File: src/hdl/zdf_pkg.sv
package zdf_pkg;

    localparam int STAGES       = 4;
    localparam int CHANNELS_DEF = 2;
    localparam int SLOT_W       = $clog2(STAGES);

    localparam int SAMPLE_W   = 24;
    localparam int STATE_W    = 32;
    localparam int COEF_W     = 24;
    localparam int NORM_W     = 25;
    localparam int GAIN_W     = 16;
    localparam int MODE_W     = 2;
    localparam int CFG_IDX_W  = 3;
    localparam int CFG_DATA_W = 25;
    localparam int MUL_W      = 33;
    localparam int PROD_W     = 2 * MUL_W;

    // quotient bits of the tanh divide, q <= 1.0 in Q4.28
    localparam int DIV_BITS = 29;
    localparam int CNT_W    = $clog2(DIV_BITS);

    typedef logic signed [PROD_W-1:0] wide_t;

    localparam logic [CFG_IDX_W-1:0] REG_MODE   = 3'd0;
    localparam logic [CFG_IDX_W-1:0] REG_G      = 3'd1;
    localparam logic [CFG_IDX_W-1:0] REG_BIG_G  = 3'd2;
    localparam logic [CFG_IDX_W-1:0] REG_RES    = 3'd3;
    localparam logic [CFG_IDX_W-1:0] REG_NORM   = 3'd4;
    localparam logic [CFG_IDX_W-1:0] REG_MAKEUP = 3'd5;

    localparam logic [MODE_W-1:0] MODE_LINEAR = 2'd0;
    localparam logic [MODE_W-1:0] MODE_SAT_LP = 2'd1;
    localparam logic [MODE_W-1:0] MODE_SAT_HP = 2'd2;

    localparam logic [MODE_W-1:0] RST_MODE   = MODE_SAT_LP;
    localparam logic [COEF_W-1:0] RST_G      = 24'd104858;
    localparam logic [COEF_W-1:0] RST_BIG_G  = 24'd1525201;
    localparam logic [COEF_W-1:0] RST_RES    = 24'd0;
    localparam logic [NORM_W-1:0] RST_NORM   = 25'd16777216;
    localparam logic [GAIN_W-1:0] RST_MAKEUP = 16'd25844;

    localparam logic signed [STATE_W-1:0] ONE_Q28    = 32'sh1000_0000;
    localparam logic [STATE_W-1:0]        CLIP_LIMIT = 32'h3000_0000;
    localparam logic [34:0]               PADE_C27   = 35'h1_B000_0000;

    localparam wide_t S32_MAX = 66'sd2147483647;
    localparam wide_t S32_MIN = -66'sd2147483648;
    localparam wide_t S24_MAX = 66'sd8388607;
    localparam wide_t S24_MIN = -66'sd8388608;

    typedef enum logic [4:0] {
        OP_NONE,
        OP_START,
        OP_LOAD,
        OP_H_MUL,
        OP_H_ADD,
        OP_K_MUL,
        OP_K_SUB,
        OP_N_MUL,
        OP_N_RND,
        OP_C_ABS,
        OP_C_SQ,
        OP_C_A2,
        OP_C_MUL,
        OP_C_NUM,
        OP_C_DIV,
        OP_C_SIGN,
        OP_S_DIF,
        OP_S_MUL,
        OP_S_V,
        OP_S_LP,
        OP_S_UPD,
        OP_O_MUL,
        OP_O_RND,
        OP_O_ZERO,
        OP_OUT_LOAD
    } dp_op_t;

    typedef struct packed {
        dp_op_t            op;
        logic [SLOT_W-1:0] stage;
        logic              hp;
    } dp_cmd_t;

    typedef struct packed {
        logic chan_ok;
        logic clip_big;
    } dp_status_t;

    function automatic logic signed [STATE_W-1:0] sat32(input wide_t x);
        if (x > S32_MAX)
            return S32_MAX[STATE_W-1:0];
        else if (x < S32_MIN)
            return S32_MIN[STATE_W-1:0];
        else
            return x[STATE_W-1:0];
    endfunction

    function automatic logic signed [SAMPLE_W-1:0] sat24(input wide_t x);
        if (x > S24_MAX)
            return S24_MAX[SAMPLE_W-1:0];
        else if (x < S24_MIN)
            return S24_MIN[SAMPLE_W-1:0];
        else
            return x[SAMPLE_W-1:0];
    endfunction

    // round half up, then floor shift
    function automatic wide_t rnd_shift(input wide_t x, input int n);
        return (x + (wide_t'(1) <<< (n - 1))) >>> n;
    endfunction

endpackage

File: src/hdl/zdf_ctrl.sv
module zdf_ctrl (
    input  logic                 clk,
    input  logic                 rst_n,
    input  logic                 in_valid,
    output logic                 in_stall,
    output logic                 out_valid,
    input  logic                 out_stall,
    input  logic [zdf_pkg::MODE_W-1:0] mode,
    input  zdf_pkg::dp_status_t  status,
    output zdf_pkg::dp_cmd_t     cmd
);
    import zdf_pkg::*;

    typedef enum logic [4:0] {
        ST_IDLE,
        ST_CHK,
        ST_LOAD,
        ST_H_MUL,
        ST_H_ADD,
        ST_K_MUL,
        ST_K_SUB,
        ST_N_MUL,
        ST_N_RND,
        ST_C_ABS,
        ST_C_SQ,
        ST_C_A2,
        ST_C_MUL,
        ST_C_NUM,
        ST_C_DIV,
        ST_C_SIGN,
        ST_S_DIF,
        ST_S_MUL,
        ST_S_V,
        ST_S_LP,
        ST_S_UPD,
        ST_O_MUL,
        ST_O_RND,
        ST_O_ZERO,
        ST_FIN
    } state_t;

    state_t            state_reg, state_next;
    logic [SLOT_W-1:0] stage_reg, stage_next;
    logic [CNT_W-1:0]  div_cnt_reg, div_cnt_next;
    logic              out_valid_reg, out_valid_next;

    logic use_clip;
    logic is_hp;
    logic out_free;

    assign use_clip  = (mode == MODE_SAT_LP) || (mode == MODE_SAT_HP);
    assign is_hp     = (mode == MODE_SAT_HP);
    assign out_free  = !out_valid_reg || !out_stall;
    assign in_stall  = (state_reg != ST_IDLE);
    assign out_valid = out_valid_reg;

    always_comb
    begin
        state_next     = state_reg;
        stage_next     = stage_reg;
        div_cnt_next   = div_cnt_reg;
        out_valid_next = out_valid_reg && out_stall;
        cmd.op         = OP_NONE;
        cmd.stage      = stage_reg;
        cmd.hp         = is_hp;

        unique case (state_reg)
            ST_IDLE:
            begin
                if (in_valid)
                begin
                    cmd.op     = OP_START;
                    state_next = ST_CHK;
                end
            end
            ST_CHK:
                state_next = status.chan_ok ? ST_LOAD : ST_O_ZERO;
            ST_LOAD:
            begin
                cmd.op     = OP_LOAD;
                cmd.stage  = '0;
                stage_next = SLOT_W'(1);
                state_next = ST_H_MUL;
            end
            ST_H_MUL:
            begin
                cmd.op     = OP_H_MUL;
                state_next = ST_H_ADD;
            end
            ST_H_ADD:
            begin
                cmd.op = OP_H_ADD;
                if (stage_reg == SLOT_W'(STAGES - 1))
                begin
                    stage_next = '0;
                    state_next = ST_K_MUL;
                end
                else
                begin
                    stage_next = stage_reg + SLOT_W'(1);
                    state_next = ST_H_MUL;
                end
            end
            ST_K_MUL:
            begin
                cmd.op     = OP_K_MUL;
                state_next = ST_K_SUB;
            end
            ST_K_SUB:
            begin
                cmd.op     = OP_K_SUB;
                state_next = ST_N_MUL;
            end
            ST_N_MUL:
            begin
                cmd.op     = OP_N_MUL;
                state_next = ST_N_RND;
            end
            ST_N_RND:
            begin
                cmd.op     = OP_N_RND;
                state_next = use_clip ? ST_C_ABS : ST_S_DIF;
            end
            ST_C_ABS:
            begin
                cmd.op     = OP_C_ABS;
                state_next = status.clip_big ? ST_S_DIF : ST_C_SQ;
            end
            ST_C_SQ:
            begin
                cmd.op     = OP_C_SQ;
                state_next = ST_C_A2;
            end
            ST_C_A2:
            begin
                cmd.op     = OP_C_A2;
                state_next = ST_C_MUL;
            end
            ST_C_MUL:
            begin
                cmd.op     = OP_C_MUL;
                state_next = ST_C_NUM;
            end
            ST_C_NUM:
            begin
                cmd.op       = OP_C_NUM;
                div_cnt_next = CNT_W'(DIV_BITS - 1);
                state_next   = ST_C_DIV;
            end
            ST_C_DIV:
            begin
                cmd.op = OP_C_DIV;
                if (div_cnt_reg == '0)
                    state_next = ST_C_SIGN;
                else
                    div_cnt_next = div_cnt_reg - CNT_W'(1);
            end
            ST_C_SIGN:
            begin
                cmd.op     = OP_C_SIGN;
                state_next = ST_S_DIF;
            end
            ST_S_DIF:
            begin
                cmd.op     = OP_S_DIF;
                state_next = ST_S_MUL;
            end
            ST_S_MUL:
            begin
                cmd.op     = OP_S_MUL;
                state_next = ST_S_V;
            end
            ST_S_V:
            begin
                cmd.op     = OP_S_V;
                state_next = ST_S_LP;
            end
            ST_S_LP:
            begin
                cmd.op     = OP_S_LP;
                state_next = ST_S_UPD;
            end
            ST_S_UPD:
            begin
                cmd.op = OP_S_UPD;
                if (stage_reg == SLOT_W'(STAGES - 1))
                begin
                    stage_next = '0;
                    state_next = ST_O_MUL;
                end
                else
                begin
                    stage_next = stage_reg + SLOT_W'(1);
                    state_next = ST_S_DIF;
                end
            end
            ST_O_MUL:
            begin
                cmd.op     = OP_O_MUL;
                state_next = ST_O_RND;
            end
            ST_O_RND:
            begin
                cmd.op     = OP_O_RND;
                state_next = ST_FIN;
            end
            ST_O_ZERO:
            begin
                cmd.op     = OP_O_ZERO;
                state_next = ST_FIN;
            end
            ST_FIN:
            begin
                // hand over only when the output register is free or draining
                if (out_free)
                begin
                    cmd.op         = OP_OUT_LOAD;
                    out_valid_next = 1'b1;
                    state_next     = ST_IDLE;
                end
            end
            default:
                state_next = ST_IDLE;
        endcase
    end

    always_ff @(posedge clk or negedge rst_n)
    begin
        if (!rst_n)
        begin
            state_reg     <= ST_IDLE;
            stage_reg     <= '0;
            div_cnt_reg   <= '0;
            out_valid_reg <= 1'b0;
        end
        else
        begin
            state_reg     <= state_next;
            stage_reg     <= stage_next;
            div_cnt_reg   <= div_cnt_next;
            out_valid_reg <= out_valid_next;
        end
    end

endmodule

File: config.mk
export PLATFORM = sky130hd
export DESIGN_NAME = zdf_ctrl
export DESIGN_NICKNAME = d
export VERILOG_FILES = /design/src/hdl/zdf_pkg.sv /design/src/hdl/zdf_ctrl.sv
export SDC_FILE = /design/constraint.sdc
export NUM_CORES = 1
export LEC_CHECK = 0
export BUFFER_PORTS_ARGS = -buffer_cell sky130_fd_sc_hd__buf_4
export CAP_MARGIN = 10
export CORE_MARGIN = 1.5
export CORE_UTILIZATION = 54
export CTS_CLUSTER_DIAMETER = 50
export DETAILED_ROUTE_END_ITERATION = 7
export HOLD_SLACK_MARGIN = 0.12
export PLACE_DENSITY = 0.82
export SYNTH_ARGS = -nofsm -noshare
export SYNTH_HDL_FRONTEND = slang
export SYNTH_SLANG_ARGS = --single-unit
export TNS_END_PERCENT = 50
File: constraint.sdc
create_clock -name clk -period 2.4 [get_ports clk]
set_input_delay 0.24 -clock clk [delete_from_list [all_inputs] [get_ports clk]]
set_output_delay 0.24 -clock clk [all_outputs]
set_load 0.005 [all_outputs]
# After elaboration in Yosys (flattened, before gate mapping)
# Cells that the tools add are included.
dict set report word_totals {
  reg_bits 13
  word_cells 70
}
dict set report classes {
  n_addsub 2
  eq_ne 31
  mux 19
  n_reduce_logical 14
}
# op n
set op_table {}
lappend op_table {{5-bit one-hot mux with 24 select lines} 2}
lappend op_table {{5-bit == test, second input constant} 9}
lappend op_table {{5-bit by 4-bit == test with 1-bit output, second input constant} 8}
lappend op_table {{5-bit two-way mux} 8}
lappend op_table {{5-bit by 3-bit == test with 1-bit output, second input constant} 4}
lappend op_table {{5-bit by 2-bit == test with 1-bit output, second input constant} 2}
lappend op_table {{5-bit logical NOT} 2}
lappend op_table {{5-bit one-hot mux with 2 select lines} 1}
lappend op_table {{2-bit inequality test, second input constant} 4}
lappend op_table {{3-bit two-way mux} 2}
lappend op_table {{5-bit by 1-bit == test with 1-bit output, second input constant} 1}
lappend op_table {{5-bit nonzero test} 1}
lappend op_table {{5-bit by 1-bit subtractor with 5-bit output, second input constant} 1}
lappend op_table {{2-bit == test, second input constant} 2}
lappend op_table {{2-bit two-way mux} 2}
lappend op_table {{2-bit one-hot mux with 2 select lines} 1}
lappend op_table {{2-bit nonzero test} 2}
lappend op_table {{2-bit OR reduction} 2}
lappend op_table {{1-bit two-way mux} 3}
lappend op_table {{3-bit AND reduction} 1}
lappend op_table {{2-bit by 1-bit adder with 2-bit output, second input constant} 1}
lappend op_table {{2-bit by 1-bit == test with 1-bit output, second input constant} 1}
lappend op_table {{1-bit logical NOT} 2}
lappend op_table {{1-bit logical OR} 2}
lappend op_table {{other kinds (2)} 2}

# Logic depth before layout (Yosys ltp)
# Gate-level depths: netlist of the first run.
dict set report logic_depth {
  word_depth 4
  depth_mapped 6
}

# Worst setup path after synthesis of the first run
# Ideal clock, no wire load.
dict set report synth_path {
  path_type {register -> register}
  startpoint {register div_cnt_reg[0]}
  endpoint {register div_cnt_reg[2]}
  setup_ps 125
  t_arrival_ps 1629
  t_required_ps 2275
  slack_ps 646
  stages_incl_launch_ff 7
  path_cell_list {dfrtp_1 inv_1 ha_1 or4b_4 and4_4 nand2_1 mux2_2}
}
dict set report synth_between {
  elab_chain_len 3
}
# item line_no
set synth_rtl {}
lappend synth_rtl {{from (decl)} zdf_ctrl.sv:44} ;# logic [CNT_W-1:0] div_cnt_reg, div_cnt_next;
lappend synth_rtl {{from (signal assigned)} zdf_ctrl.sv:240} ;# div_cnt_reg <= div_cnt_next;
lappend synth_rtl {{5-bit by 1-bit subtractor with 5-bit output or 5-bit logical NOT (tied branches)} {zdf_ctrl.sv:156, zdf_ctrl.sv:153}}
lappend synth_rtl {{5-bit two-way mux or 2-bit inequality test (tied branches)} n/a}
lappend synth_rtl {{5-bit one-hot mux with 2 select lines or 2-bit AND reduction (tied branches)} n/a}
# Parallel ways exist; a longest one is shown, timed or not. The select of a mux whose other input is x is not followed.
# A chain may end at the register's enable or synchronous reset.

==> impl_metrics.toml, run 1 <==
[logic_synthesis]
syn-cell-area_um2 = 973.4
yosysWarnings = 0
synth_xor_area_share_pct = 0.8997
avgSynthCellArea_um2 = 8.045
yosysSeqAreaShare_pct = 33.42
ys_seq_elements = 13
synth_edf_count = 0
synth_compound_area_share_pct = 21.21
synthFlopType = "dfrtp_1"
synthAdderAreaFrac_pct = 5.141
synth_top_family_by_area = "simple AND/OR/NAND/NOR gates"
synth_nets = 133
muxShareOfSynthArea_pct = 3.470
synth_cell_types = 39
async_flop_share_pct = 100.0
synthCells = 121
synth-simple-area-share_pct = 28.92

[run_status]
status = "complete, no violations"

[grt]
grt_util_all_layers_pct = 26.96
grt_overflow = 0
antenna_found_initial = 0
grt_max_degree = 18
grt_pass1_wl_um = 4050
grt_pass1_vias = 901

[detailed_routing]
vias_per_cell = 6.106
ant_nets = 0
drc = 0
drt-total-wl_um = 2290
dr.pass1.iters = 8
drtIter0Drc = 45
num_vias = 983
wl_per_cell_um = 14.22

[layout]
final_cell_mix = "buf_4, dfrtp_1, nand2_1, nor2_1, a21oi_1"
drive_above_1_share_pct = 21.32
final_common_cell = "buf_4"
area_growth_pct = 17.35
final_util_pct = 66.89
design_area_um2 = 1142
diodes = 0
instances_no_fill = 161
nets = 149

[setup_path]
worst-setup-path-type = "flop to output pin"
critPathRequiredTime_ns = 2.16
cp_data_arrival_time_ns = 1.83
r2r_slack_ns = 0.55
cp-start-kind = "flop"
crit_path_end_kind = "output pin"
critPathMaxFanout = 17

[die]
io_pins = 18
start_util_pct = 57.00
die_w_um = 45.46
core_area_um2 = 1708
dieArea_um2 = 2066
dieHeight_um = 45.46
std_cell_rows = 15

[clock_tree]
numCtsBuffers = 3
cts_num_sinks = 13
clk_latency_ns = 0.28
cts_max_path_buffers = 2
cts_root_buf = "clkbuf_4"
h-tree-depth = 1
cts.clk_slew.worst_paths_ns = 0.08
post_cts_resized = 0
cts_tree = "yes"

[timing]
hold_slack_ns = 0.2171
rsz0062_at_grt = "no"
hold_viol = 0
fin_crit_sh_pct = 86.08
setup_violations = 0
fmax_mhz = 484.0
maxSlewViolCount = 0
clock_skew_ns = 0.002022
tightest_slew_ns = 0.5034
slew-limit-headroom_pct = 66.18
fin_tns_setup_ns = 0
final.min_clock_period_ns = 2.066

[place]
io_buffers = 17
place_inst = 156
finalWeightedCongestion = 0.9246
hpwl_um = 1649
placed_cell_area_um2 = 1106

[run]
maxCapViolations = 0

[power_and_ir_drop]
power_switching_mw = 0.6557
seqPwrFrac_pct = 34.3
switching_share_pct = 45.67
leakagePower_nw = 0.5234
p_int_mw = 0.7799
combPwrFrac_pct = 56.1
pwr_density_cell_nw_per_um2 = 1257
power.share.clock_pct = 9.6
ir_drop_mv = 0.8916

[min_path]
worstHoldPathType = "input port to flop"
==> repair_timing <==
action	in CTS	in global routing
endpoints found under the hold margin	13	0
setup buffers	0	0
hold buffers	1	0
==> cells in the mapped netlist, types with 3 or more instances <==
master	number	share of area (%)
mux2_2	3	3.5
ha_1	4	5.1
nor2_1	10	3.9
dfrtp_1	13	33
clkbuf_1	5	1.9
nor3_1	5	2.6
a21boi_0	3	2.3
and3_1	4	2.6
nand2_1	10	3.9
nand4_1	3	1.9
o21ai_0	6	3.1
inv_1	7	2.7
nand3_1	6	3.1
and2_1	3	1.9
buf_2	3	1.5
a21oi_1	8	4.1
==> per-layer routing <==
metal  global-route usage [%]  routed length, µm  vias to the layer above
met3                    9.524                213                        2
li1                         -                  -                      464
met4                    7.059                 15                        0
met2                    40.28               1105                       50
met1                    37.03                956                      467
met5                        0                  0                        -
==> cell families (layout without fill, tap and decap cells) <==
logic type / Yosys count / count (layout)
compound gates: 32 / 32
mux: 3 / 3
xor+xnor: 1 / 1
simple gates: 52 / 52
fa+ha+maj: 4 / 4
buf+inv: 16 / 31
flops: 13 / 13
==> power by group through the flow <==
| stage | logic (mW) | clock network [mW] | registers (mW) |
|---|---|---|---|
| finish | 0.805 | 0.138 | 0.492 |
| global route | 0.917 | 0.149 | 0.516 |
| CTS | 0.804 | 0.140 | 0.487 |
| detailed placement | 0.796 | 0 | 0.491 |
| global placement | 0.763 | 0 | 0.479 |
| floorplan | 0.656 | 0 | 0.369 |
==> per-stage QoR <==
stage / power [mW] / setup WS (ns)
global route: 1.581 / 0.1216
global placement: 1.242 / 0.6269
floorplan: 1.025 / 0.6463
finish: 1.436 / 0.3341
detailed placement: 1.287 / 0.5763
CTS: 1.431 / 0.3455
==> path summary, 6_finish.rpt <==
check,end,cells after the start,startpoint
worst max-delay path,cmd[7],4,state_reg[0]
worst min-delay path,out_valid,3,out_stall
worst max register to register,div_cnt_reg[2],6,div_cnt_reg[0]
worst min register to register,div_cnt_reg[0],1,div_cnt_reg[0]
max in group asynchronous,div_cnt_reg[1],2,rst_n
min in group asynchronous,div_cnt_reg[2],2,rst_n
==> cell type report <==
| class | instances | area (µm²) |
|---|---|---|
| Multi-Input combinational cell | 92 | 580.6 |
| Tap cell | 25 | 31.28 |
| Clock buffer | 4 | 26.28 |
| Inverter | 7 | 26.28 |
| Timing Repair Buffer | 20 | 152.6 |
| Sequential cell | 13 | 325.3 |
| Fill cell | 142 | 565.5 |
==> worst max-delay path, cell delays in order (launching register included) <==
cell and delay (ns):
dfrtp_1 0.56, nor3_1 0.52, nand2_1 0.12, a21boi_0 0.20, buf_4 0.14
(Power assumes the default switching activity.)
==> inputs of run 2 (changes only) <==
==> config.mk (replaced) <==
export PLATFORM = sky130hd
export DESIGN_NAME = zdf_ctrl
export DESIGN_NICKNAME = d
export VERILOG_FILES = /design/src/hdl/zdf_pkg.sv /design/src/hdl/zdf_ctrl.sv
export SDC_FILE = /design/constraint.sdc
export NUM_CORES = 1
export LEC_CHECK = 0
export BUFFER_PORTS_ARGS = -buffer_cell sky130_fd_sc_hd__buf_2
export CORE_MARGIN = 1.5
export CORE_UTILIZATION = 55
export CTS_CLUSTER_DIAMETER = 50
export DETAILED_ROUTE_END_ITERATION = 7
export HOLD_SLACK_MARGIN = 0.12
export PLACE_DENSITY = 0.83
export SYNTH_ARGS = -nofsm -noshare
export SYNTH_HDL_FRONTEND = slang
export SYNTH_SLANG_ARGS = --single-unit
export TNS_END_PERCENT = 50
==> constraint.sdc (replaced) <==
create_clock -name clk -period 2.45 [get_ports clk]
set_input_delay 0.245 -clock clk [delete_from_list [all_inputs] [get_ports clk]]
set_output_delay 0.245 -clock clk [all_outputs]
set_load 0.005 [all_outputs]
==> run 2 against run 1 <==
  * Critical path depth unchanged
  * Total power fell by 7.9%
  * Global-route usage decreased by 4.0 points
  * Utilization fell by 3.2 points
  * Count of clock-buffer cells in the layout fell by 1
  * Clock skew shrank 0.0017 ns
  * Cell area decreased by 5.8%
  * Clock power is 4% lower
  * Routed wire length is 9.0% lower
  * Via count decreased by 7.4%
  * Worst setup slack gained 0.080 ns
  * Largest power group unchanged
==> impl_metrics.toml, run 2 (synthesis results as in run 1) <==
[run_status]
status = "complete, no violations"

[power_and_ir_drop]
leakagePower_nw = 0.5043
combPwrFrac_pct = 51.4
seqPwrFrac_pct = 38.6
pwr_density_cell_nw_per_um2 = 1229
ir_drop_mv = 0.6743
power.share.clock_pct = 10.0
power_switching_mw = 0.6204
p_int_mw = 0.7019
finalPower_mw = 1.322
switching_share_pct = 46.92

[timing]
fmax_mhz = 491.1
maxSlewViolCount = 0
tightest_slew_ns = 0.6005
slew-limit-headroom_pct = 59.96
fin_crit_sh_pct = 83.11
rsz0062_at_grt = "no"
hold_viol = 0
fin_tns_setup_ns = 0
clock_skew_ns = 0.0003170
setup_violations = 0
final.min_clock_period_ns = 2.036

[setup_path]
timing.rr.end = "div_cnt_reg[2]"
worst-path-buf-inv = 1
crit_chain = "nor3_1, nand2_1, a21boi_0, buf_2"
r2r_slack_ns = 0.60
crit_path_end_kind = "output pin"
path_delay_family = "flip-flops"
critPathMaxStageDelay_ns = 0.60
cp-start-kind = "flop"
worst-setup-path-type = "flop to output pin"
cp_data_arrival_time_ns = 1.79
critPathRequiredTime_ns = 2.20
crit_path_top_delay_cell = "dfrtp_1"
rr_startpoint = "div_cnt_reg[0]"
critPathMaxFanout = 21
worstRegToRegCells = 6
cp.depth = 4
startpoint = "state_reg[2]"

[detailed_routing]
wl_met1_um = 913
wl_met2_um = 1071
dr.pass1.iters = 4
drc = 0
vias_per_cell = 6.026
drtIter0Drc = 23
ant_nets = 0
wl_met3_um = 85
num_vias = 910
wl_per_cell_um = 13.81
drt-total-wl_um = 2085
top_layer = "met4"

[min_path]
min_path_cells = 3
min_to = "out_valid"
hold_start = "out_stall"
worstHoldPathType = "input port to flop"

[run]
maxCapViolations = 0

[layout]
drive_above_1_share_pct = 20.90
final_common_cell = "buf_2"
nets = 147
final_util_pct = 63.70
final_cell_mix = "buf_2, dfrtp_1, nand2_1, nor2_1, a21oi_1"
area_growth_pct = 10.54
diodes = 0
multi_input_area_um2 = 580.6
fill_cells = 136
seqCellArea_um2 = 325.3

[clock_tree]
h-tree-depth = 1
cts_tree = "yes"
cts.clk_slew.worst_paths_ns = 0.08
cts_setup_buffers = 0
cts_root_buf = "clkbuf_4"
post_cts_resized = 0
clk_latency_ns = 0.28
postCtsHoldBufs = 1
cts_num_sinks = 13
numCtsBuffers = 3
cts_max_path_buffers = 2

[grt]
grt_overflow = 0
antenna_found_initial = 0
grt_util_all_layers_pct = 22.99
grt_max_degree = 22
grt_pass1_wl_um = 3394
grt_pass1_vias = 782

[die]
dieArea_um2 = 2031
start_util_pct = 57.63
die_w_um = 45.07
core_area_um2 = 1689
io_pins = 18
std_cell_rows = 15
dieHeight_um = 45.07

[place]
finalWeightedCongestion = 0.8566
hpwl_um = 1574
io_buffers = 17
==> run 2: changes by cell type in the layout (fill, tap and decap cells not counted) <==
cell | previous run | this run
buf_4 | 19 | 0
buf_2 | 0 | 17
clkbuf_1 | 1 | 0
clkinv_2 | 0 | 1
==> run 2: cell type report <==
cell class / instances / share of cell area, %
inverter: 7 / 2.442
tap: 17 / 1.977
clock buffer: 3 / 2.093
multi-input combinational: 92 / 53.95
sequential: 13 / 30.23
clock inverter: 1 / 0.4651
timing repair buffer: 18 / 8.837
==> run 2: routing by layer <==
metal | global-route usage [%] | up-vias
li1 | - | 468
met1 | 27.37 | 413
met2 | 42.00 | 24
met3 | 4.800 | 5
met4 | 5.294 | 0
met5 | 0 | -
==> run 2: metrics by stage <==
stage | std cells | setup slack (ns) | hold WS [ns] | area, µm²
2_1_floorplan | 121 | 0.6963 | -0.05059 | 973.4
3_3_place_gp | 146 | 0.6748 | 0.1417 | 1039
3_5_place_dp | 146 | 0.6102 | 0.1415 | 1039
4_1_cts | 151 | 0.4163 | 0.2319 | 1076
5_1_grt | 151 | 0.1926 | 0.2611 | 1076
6_report | 151 | 0.4139 | 0.2333 | 1076
==> run 2: worst register-to-register path, stage by stage, from the launching register on <==
cell and delay, ns:
dfrtp_1 0.41, inv_1 0.09, ha_1 0.17, or4b_4 0.47, and4_4 0.22, nand2_1 0.07, mux2_2 0.32
==> run 2: worst max path at each step <==
| stage | slack [ns] | end |
|---|---|---|
| finish | 0.41 | cmd[7] |
| global route | 0.19 | cmd[7] |
| CTS | 0.42 | cmd[7] |
| detailed placement | 0.61 | div_cnt_reg[2] |
| global placement | 0.67 | div_cnt_reg[2] |
| floorplan | 0.70 | div_cnt_reg[2] |
==> run 2: power by group through the flow <==
| stage | sequential (mW) | combinational, mW | clock, mW |
|---|---|---|---|
| 3_3_place_gp | 0.501 | 0.650 | 0 |
| 5_1_grt | 0.534 | 0.751 | 0.148 |
| 4_1_cts | 0.505 | 0.681 | 0.138 |
| 2_1_floorplan | 0.361 | 0.642 | 0 |
| 6_report | 0.510 | 0.679 | 0.133 |
| 3_5_place_dp | 0.510 | 0.676 | 0 |
==> inputs of run 3 (changes only) <==
--- a/config.mk
+++ b/config.mk
@@ -7,11 +7,11 @@
 export LEC_CHECK = 0
 export BUFFER_PORTS_ARGS = -buffer_cell sky130_fd_sc_hd__buf_2
 export CORE_MARGIN = 1.5
-export CORE_UTILIZATION = 55
+export CORE_UTILIZATION = 54
 export CTS_CLUSTER_DIAMETER = 50
 export DETAILED_ROUTE_END_ITERATION = 7
 export HOLD_SLACK_MARGIN = 0.12
-export PLACE_DENSITY = 0.83
+export PLACE_DENSITY = 0.82
 export SYNTH_ARGS = -nofsm -noshare
 export SYNTH_HDL_FRONTEND = slang
 export SYNTH_SLANG_ARGS = --single-unit
==> constraint.sdc (replaced) <==
create_clock -name clk -period 2.1 [get_ports clk]
set_input_delay 0.21 -clock clk [delete_from_list [all_inputs] [get_ports clk]]
set_output_delay 0.21 -clock clk [all_outputs]
set_load 0.005 [all_outputs]
==> run 3 against run 2 <==
  * Sequential cell count is the same
  * Count of clock-buffer cells in the layout grew 1
  * First-iteration DRC count grew 22%
  * Routed wire length grew 5.9%
==> impl_metrics.toml, run 3 (synthesis results as in run 1) <==
[run_status]
status = "complete, no violations"

[detailed_routing]
drc = 0
drtIter0Drc = 28
wl_met3_um = 137
dr.pass1.iters = 4
wl_met2_um = 1027
ant_nets = 0
drt-total-wl_um = 2208
vias_per_cell = 5.932
num_vias = 961
top_layer = "met4"
wl_met1_um = 1032
wl_per_cell_um = 13.63

[clock_tree]
h-tree-depth = 1
clk_latency_ns = 0.27
numCtsBuffers = 3
cts_num_sinks = 13
cts.clk_slew.worst_paths_ns = 0.09
cts_max_path_buffers = 2
cts_tree = "yes"
cts_setup_buffers = 0
cts_root_buf = "clkbuf_4"
post_cts_resized = 0

[setup_path]
critPathMaxStageDelay_ns = 0.60
crit_path_end_kind = "output pin"
worst-setup-path-type = "flop to output pin"
critPathMaxFanout = 14
cp_data_arrival_time_ns = 1.65
crit_path_top_delay_cell = "dfrtp_1"
crit_chain = "nor2b_1, nand2_1, and2_1, buf_2"
rr_startpoint = "div_cnt_reg[0]"
cp-start-kind = "flop"
startpoint = "state_reg[1]"
critPathRequiredTime_ns = 1.89

[layout]
final_common_cell = "buf_2"
diodes = 0
drive_above_1_share_pct = 21.90
fill_cells = 148
area_growth_pct = 13.75
seqCellArea_um2 = 325.3
nets = 150
final_cell_mix = "buf_2, dfrtp_1, nand2_1, nor2_1, a21oi_1"
multi_input_area_um2 = 580.6

[min_path]
worstHoldPathType = "input port to flop"
hold_start = "out_stall"

[place]
io_buffers = 17
finalWeightedCongestion = 0.8381
hpwl_um = 1607

[power_and_ir_drop]
leakagePower_nw = 0.5168
finalPower_mw = 1.592
ir_drop_mv = 0.8344
pwr_density_cell_nw_per_um2 = 1437

[die]
io_pins = 18
std_cell_rows = 15
dieArea_um2 = 2066
start_util_pct = 57.00
core_area_um2 = 1708
dieHeight_um = 45.46
die_w_um = 45.46

[timing]
tightest_slew_ns = 0.5043
clock_skew_ns = 0.004826
maxSlewViolCount = 0
fin_tns_setup_ns = 0
rsz0062_at_grt = "no"
fin_crit_sh_pct = 88.80
hold_viol = 0
setup_violations = 0
slew-limit-headroom_pct = 66.38
final.min_clock_period_ns = 1.865
fmax_mhz = 536.2

[grt]
grt_pass1_wl_um = 3601
antenna_found_initial = 0
grt_util_all_layers_pct = 23.82
grt_pass1_vias = 816
grt_overflow = 0
grt_max_degree = 18

[run]
maxCapViolations = 0
## run 3: cell types whose count changed in the layout (fill, tap and decap cells not counted), sizes merged
cell and delta:
buf +3, clkinv -1, clkbuf +1
## run 3: area by class of cell
cell class | instances | share of cell area, %
Clock buffer | 4 | 2.373
Multi-Input combinational cell | 92 | 52.43
Inverter | 7 | 2.373
Tap cell | 25 | 2.825
Timing Repair Buffer | 21 | 10.62
Sequential cell | 13 | 29.38
## run 3: final timing paths
kind | endpoint | slack (ns) | cells after the start
setup / recovery | cmd[2] | 0.24 | 4
hold / removal | out_valid | 0.18 | 3
setup reg to reg | div_cnt_reg[2] | 0.25 | 6
hold reg to reg | div_cnt_reg[1] | 0.54 | 2
max in group asynchronous | stage_reg[0] | 1.51 | 2
min in group asynchronous | state_reg[2] | 0.35 | 2
## run 3: metal layers
layer,vias to the layer above,GRT usage (%)
li1,467,-
met1,450,33.75
met2,42,37.46
met3,2,5.556
met4,0,4.118
met5,-,0
## run 3: repair_timing
item                       4_1_cts  5_1_grt
setup endpoints to repair        0        0
hold buffers                     1        0
hold endpoints to repair        13        0
## run 3: per-stage QoR
step	util [%]	cell area (µm²)	hold slack [ns]	worst slack [ns]	std cells
3_3_place_gp	62.71	1071	0.1107	0.3281	157
5_1_grt	64.84	1107	0.2115	0.07598	162
4_1_cts	64.84	1107	0.1743	0.2472	162
3_5_place_dp	62.71	1071	0.1145	0.2674	157
2_1_floorplan	-	973.4	-0.08559	0.3463	121
6_report	64.84	1107	0.1777	0.2351	162
## run 3: worst max-delay path: cells and delay by family, from the launching register on
family | cells | cell delay, ns
simple gates | 3 | 0.67
flops | 1 | 0.60
buf+inv | 1 | 0.12
## run 3: power by group
part	internal [mW]	switching [mW]	leakage (nW)	total [mW]
sequential	0.352	0.207	0.167	0.559
combinational	0.429	0.445	0.335	0.874
clock	0.0735	0.0846	0.0150	0.158
